`src/rtl/btot_axis_cmp.sv`:
```
`default_nettype none
module btot_axis_cmp #(
  parameter int DW = 16,
  parameter int RW = 16
) (
  input  wire logic signed [DW-1:0] d0,
  input  wire logic signed [DW-1:0] d1,
  input  wire logic signed [DW-1:0] d2,
  input  wire logic signed [RW-1:0] rad,
  output logic                      sep
);

  localparam int CW = ((DW > RW) ? DW : RW) + 1;

  logic signed [CW-1:0] x0, x1, x2, r, nr, lo, hi;

  always_comb begin
    x0 = {{(CW-DW){d0[DW-1]}}, d0};
    x1 = {{(CW-DW){d1[DW-1]}}, d1};
    x2 = {{(CW-DW){d2[DW-1]}}, d2};
    r  = {{(CW-RW){rad[RW-1]}}, rad};
    nr = -r;
    lo = x0;
    hi = x0;
    if (x1 < lo) lo = x1;
    if (x1 > hi) hi = x1;
    if (x2 < lo) lo = x2;
    if (x2 > hi) hi = x2;
    sep = (lo > r) || (hi < nr);
  end

endmodule
`default_nettype wire

```
`config.mk`:
```
export PLATFORM = sky130hd
export DESIGN_NAME = btot_axis_cmp
export DESIGN_NICKNAME = d
export VERILOG_FILES = /design/src/rtl/btot_axis_cmp.sv
export SDC_FILE = /design/constraint.sdc
export NUM_CORES = 1
export LEC_CHECK = 0
export BUFFER_PORTS_ARGS = -buffer_cell sky130_fd_sc_hd__buf_2
export CAP_MARGIN = 20
export CORE_ASPECT_RATIO = 0.75
export CORE_MARGIN = 2
export CORE_UTILIZATION = 55
export DETAILED_ROUTE_END_ITERATION = 8
export PLACE_DENSITY = 0.8
export SLEW_MARGIN = 40
export SYNTH_ARGS = -nofsm -noshare
export SYNTH_HDL_FRONTEND = slang
export SYNTH_SLANG_ARGS = --single-unit
```
`constraint.sdc`:
```
create_clock -name vclk -period 14.4
set_input_delay 1.44 -clock vclk [all_inputs]
set_output_delay 1.44 -clock vclk [all_outputs]
set_load 0.03 [all_outputs]
```
==> key figures, run 1 <==
Outcome
  – Outcome: completed

Cells and area
  – Utilization after layout: around 64%
  – Fin nets: 601
  – Fin cells: 530
  – CLK BUF: 0
  – Diode count: 0
  – Area grow syn2layout: 12.6%
  – Share of cells above drive strength 1: roughly 18%
  – Register Area: 0 um^2
  – Seq_cells: 0
  – Fill cell count: between 400 and 500

Place
  – GPL Wtd Cong: around 1.0
  – Port-buffer cells: 65
  – Detailed Place HPWL: approximately 7100 um
  – Placed Cells: between 500 and 600

Detailed routing
  – Via count: 3,088
  – WL per Instance: approximately 15 um
  – Residual DRC: 0
  – Vias per std cell: slightly below 6
  – Final antenna-violating net count: 0
  – DRT Pass-1 Iters: 5
  – Routed Wire Length: 8140 um
  – Iter 0 DRT Violations: 200

Worst setup path
  – Crit-path max FO: 29
  – Crit-path max cell delay: about 0.73 ns
  – Crit path max-delay cell type: nor2b_1
  – Startpoint Class: input port
  – CP required: about 13 ns
  – WP data arrival: around 8.5 ns
  – Endpoint type of the worst setup path: output port
  – Kind of critical path: in2out

Floorplan
  – Die area: 6140 um^2
  – Die width: approximately 90 um
  – IO Pins: 65
  – Die height: slightly below 70 um
  – Initial Util: a little under three fifths
  – Row count: 23
  – CORE AREA: 5320 um^2

Logic synthesis
  – Syn_area_per_cell: ~7.7 um^2
  – Synthesized instance count: ~400
  – Ranking of synthesized cells by area: ha_1, mux2i_1, inv_1
  – Share of the synthesized area in the top cell type: about a third
  – Post-Synthesis Cell Area: between 3000 and 4000 um^2
  – Sequential element share of the synthesized area: 0%
  – Top-count cell post-synth: ha_1
  – Syn Nets: 541
  – Leading area contributor after synthesis: ha_1
  – Post-synth top cells: ha_1, inv_1, mux2i_1
  – Cell variety after synth: 50
  – Syn. warnings: 0

STA
  – Actual slew at the worst max-slew pin: around 0.86 ns
  – Fin crit period: between 9 and 10 ns
  – Final Setup Violations: 0
  – Fin Hold WS: ~3.4 ns
  – Slew Limit Fails: 0
  – Max Clk Rate: ~0.1 GHz
  – Setup tns final: 0 ns
  – Final worst path period share: around 69%
  – Slew HR: between 40 and 50%
  – RSZ-0062 raised after global routing: no
  – Final hold vios: 0

Min path
  – Hold Path Class: in2out

GRT
  – GRT overflow: 0
  – First-pass GRT wire length: 13,600 um
  – Vias in the first global route: approximately 2,900
  – GRT Util Overall: 26.7%
  – Largest net degree at the start of global routing: 30
  – Initial antenna violation count: 0

Clock tree
  – CTS hold repair buffers: 0
  – PostCTS Resize Cnt: 0
  – Setup Buffers After CTS: 0

Job
  – Max cap viols: 0

Power
  – Power per cell area: 59.1 nW/um^2
  – Leak: around 1.9 nW
  – Max VDD drop: around 0.028 mV
## kinds of logic after synthesis
family,share of synthesized area [%]
xor gates and xnor gates,4.32
adders and majority gates,32.9
AOI/OAI and AO/OA,20.2
buffers and inverters,8.48
muxes,17.0
and+or+nand+nor,17.1
## cell type report
| type | instances | area (um^2) | area share (%) |
|---|---|---|---|
| multi-input combinational | 334 | 2790 | 81.5 |
| tap | 75 | 93.8 | 2.74 |
| timing repair buffer | 66 | 333 | 9.72 |
| inverter | 55 | 206 | 6.03 |
## worst paths after layout
check | from | to | slack (ns) | depth (start not counted)
worst max-delay path | d0[15] | sep | 4.51 | 30
worst min-delay path | rad[0] | sep | 3.41 | 4
## power breakdown
| group | switching (W) | internal, W |
|---|---|---|
| Combinational | 0.000115 | 0.0000871 |
| Sequential | 0 | 0 |
| Clock | 0 | 0 |
| Total | 0.000115 | 0.0000871 |
## routing by layer
metal | global-route usage (%) | vias up | routed length, um
met5 | 0 | - | 0
met4 | 2.31 | 0 | 46
met3 | 2.09 | 6 | 518
met2 | 48.4 | 119 | 3510
met1 | 36.7 | 1380 | 4070
li1 | - | 1583 | -
## worst max-delay path: cells and delay by family
kind / cells / cell delay (ns)
simple gates: 8 / 2.23
compound gates: 13 / 2.19
fa+ha+maj: 3 / 1.00
mux: 2 / 0.89
buf+inv: 4 / 0.69
## stage by stage
| stage | setup WS (ns) | instance area, um^2 | power, W |
|---|---|---|---|
| CTS | 4.62 | 3420 | 0.000200 |
| global route | 4.04 | 3420 | 0.000228 |
| global placement | 4.71 | 3420 | 0.000192 |
| detailed placement | 4.66 | 3420 | 0.000198 |
| floorplan | 5.66 | 3040 | 0.000148 |
| finish | 4.51 | 3420 | 0.000202 |
## cells in the final DEF (no fill, tap or decap), types with 2 or more instances in the layout
cell type and count:
a211oi_1 3, nand3_1 7, buf_2 65, or2_2 4
a21oi_1 38, o31ai_1 3, mux2_2 2, mux2i_1 47
a31oi_1 2, nand2b_1 2, and4_1 2, a221oi_1 2
o2111ai_1 2, a21o_1 17, xnor2_1 13, o211ai_1 3
nand4_1 16, nor4_1 3, ha_1 80, nor3_1 7
nand2_1 13, o21ai_0 8, nor2b_1 7, nor2_1 30
xor2_1 2, inv_1 55
No activity file was read; power rests on OpenSTA's default activity.
==> inputs of run 2 (changes only) <==
ABC_AREA = 1   (was unset)
clock period = 9.96 ns   (was 14.4 ns; I/O delays follow)
==> key figures, run 2 <==
Outcome
  – Outcome: completed

GRT
  – Initial antenna violation count: 0 (unchanged)
  – GRT Util Overall: 27.3% (+0.54 points)
  – Largest net degree at the start of global routing: 32 (+6.7%)
  – First-pass GRT wire length: 14,000 um (+3.0%)
  – Vias in the first global route: 3,110 (+6.4%)
  – GRT overflow: 0 (unchanged)

Min path
  – Hold EP: sep
  – Hold_sp: rad[0]
  – Hold depth: 8 (+4)
  – Hold Path Class: in2out

Power
  – Sequential power share: 0% (unchanged)
  – Clock network power share: 0% (unchanged)
  – Sw Share: 63.3% (+6.4 points)
  – Final Power: 0.000363 W (+80%)
  – Leak: 2.03 nW (+6.3%)
  – Max VDD drop: 0.0468 mV (+68%)
  – Net Switching: 0.000230 W (+100%)
  – Power per cell area: 106 nW/um^2 (+79%)
  – Internal cell power: 0.000133 W (+53%)
  – Combinational share of power: 100.0% (about the same)

Place
  – Port-buffer cells: 65 (unchanged)
  – Detailed Place HPWL: 7410 um (+4.0%)
  – GPL Wtd Cong: 0.938 (-9.8%)
  – Placed Cells: 657 (+24%)

Detailed routing
  – Iter 0 DRT Violations: 257 (+28%)
  – Vias per std cell: 5.36 (-8.0%)
  – Via count: 3,523 (+14%)
  – WL per Instance: 12.8 um (-17%)
  – Routed Wire Length: 8400 um (+3.1%)
  – Final antenna-violating net count: 0 (unchanged)
  – Residual DRC: 0 (unchanged)
  – DRT Pass-1 Iters: 5 (unchanged)

Cells and area
  – Seq_cells: 0 (unchanged)
  – Diode count: 0 (unchanged)
  – Fin cells: 657 (+24%)
  – Register Area: 0 um^2 (unchanged)
  – Area grow syn2layout: 11.8%
  – Share of cells above drive strength 1: 13.9% (-3.7 points)
  – CLK BUF: 0 (unchanged)
  – Most frequent cells in the layout: nand2_1, ha_1, inv_1, buf_2, o21ai_0
  – Fin nets: 728 (+21%)
  – Utilization after layout: 64.1% (-0.16 points)
  – Commonest non-fill, non-tap cell in the layout: nand2_1

Logic synthesis
  – Share of the synthesized area in the top cell type: 32.6% (-0.34 points)
  – Cell variety after synth: 35 (-30%)
  – Syn Nets: 671 (+24%)
  – Syn. warnings: 0 (unchanged)
  – Sequential element share of the synthesized area: 0% (unchanged)
  – Leading area contributor after synthesis: ha_1
  – Ranking of synthesized cells by area: ha_1, nand2_1, inv_1
  – Synthesized instance count: 527 (+33%)
  – Post-synth top cells: nand2_1, ha_1, inv_1
  – Syn_area_per_cell: 5.83 um^2 (-24%)
  – Top-count cell post-synth: nand2_1
  – Post-Synthesis Cell Area: 3070 um^2 (+1.0%)

Worst setup path
  – Crit path max-delay cell type: o21ai_0
  – Most used cell, CP: nand2_1
  – Kind of critical path: in2out
  – Endpoint type of the worst setup path: output port
  – Crit-path max cell delay: 0.47 ns (-0.26 ns)
  – Startpoint Class: input port
  – WP data arrival: 6.20 ns (-2.25 ns)
  – CP required: 8.96 ns (-4.00 ns)
  – Crit-path max FO: 29 (unchanged)

Clock tree
  – CTS hold repair buffers: 0 (unchanged)
  – Setup Buffers After CTS: 0 (unchanged)
  – PostCTS Resize Cnt: 0 (unchanged)

Floorplan
  – Die height: 68.7 um (+0.48%)
  – CORE AREA: 5350 um^2 (+0.54%)
  – Row count: 23 (unchanged)
  – Die width: 90.3 um (+0.50%)
  – Die area: 6210 um^2 (+0.98%)
  – Initial Util: 57.4% (+0.28 points)
  – IO Pins: 65 (unchanged)

STA
  – Final hold vios: 0 (unchanged)
  – Setup tns final: 0 ns (unchanged)
  – Slew Limit Fails: 0 (unchanged)
  – RSZ-0062 raised after global routing: no
  – Slew HR: 68.6% (+26 points)
  – Final worst path period share: between 70 and 80%
  – Fin Hold WS: 2.68 ns (-0.726 ns)
  – Fin crit period: ~7.2 ns
  – Final Setup Violations: 0 (unchanged)
  – Actual slew at the worst max-slew pin: 0.470 ns (-0.391 ns)
  – Max Clk Rate: 0.139 GHz

Job
  – Max cap viols: 0 (unchanged)
## run 2: cell types whose count changed in the layout (fill, tap and decap cells not counted), sizes merged, moves of 10 or more
cell and delta:
a21o -13, inv +20, nand3 +15, xor2 +10, nor2 -10, nand2 +170
o21ai +40, mux2i -48, xnor2 -12
## run 2: area by class of cell
type	count	area, um^2
Fill cell	526	1920
Inverter	75	282
Multi-Input combinational cell	442	2730
Tap cell	75	93.8
Timing Repair Buffer	65	325
## run 2: how the worst max path moves through the flow
| stage | from | slack (ns) | to | cells after the start |
|---|---|---|---|---|
| finish | d0[13] | 2.77 | sep | 31 |
| global route | d0[13] | 2.30 | sep | 31 |
| CTS | d0[15] | 2.79 | sep | 30 |
| detailed placement | d0[15] | 2.80 | sep | 30 |
| global placement | d0[15] | 2.93 | sep | 29 |
| floorplan | d0[15] | 3.85 | sep | 30 |
## run 2: layer usage
metal | global-route usage, % | wire length, um
met1 | 40.6 | 4470
met2 | 45.8 | 3340
met3 | 1.09 | 518
met4 | 2.31 | 74
met5 | 0 | 0
## run 2: metrics by stage
stage               cell area [um^2]  setup WS (ns)
floorplan                       3070           3.85
detailed placement              3430           2.80
global placement                3430           2.93
finish                          3430           2.77
CTS                             3430           2.79
global route                    3430           2.30
## run 2: critical path: cells and delay by family
family | cells | cell delay [ns]
and+or+nand+nor | 13 | 1.59
adders and majority gates | 3 | 0.81
xor gates and xnor gates | 1 | 0.19
AOI/OAI and AO/OA | 9 | 2.01
buffers and inverters | 5 | 0.59
## run 2: cell families after synthesis
group / count (synthesis) / synth area share, %
AOI/OAI and AO/OA: 93 / 16.5
xor gates and xnor gates: 13 / 3.71
adders and majority gates: 80 / 32.6
buffers and inverters: 85 / 11.2
and+or+nand+nor: 256 / 36.0
## run 2: power groups by stage
stage | Clock (W) | Combinational (W) | Sequential [W]
after global placement | 0 | 0.000344 | 0
after floorplan | 0 | 0.000273 | 0
after detailed placement | 0 | 0.000355 | 0
after CTS | 0 | 0.000357 | 0
final | 0 | 0.000363 | 0
after global routing | 0 | 0.000418 | 0
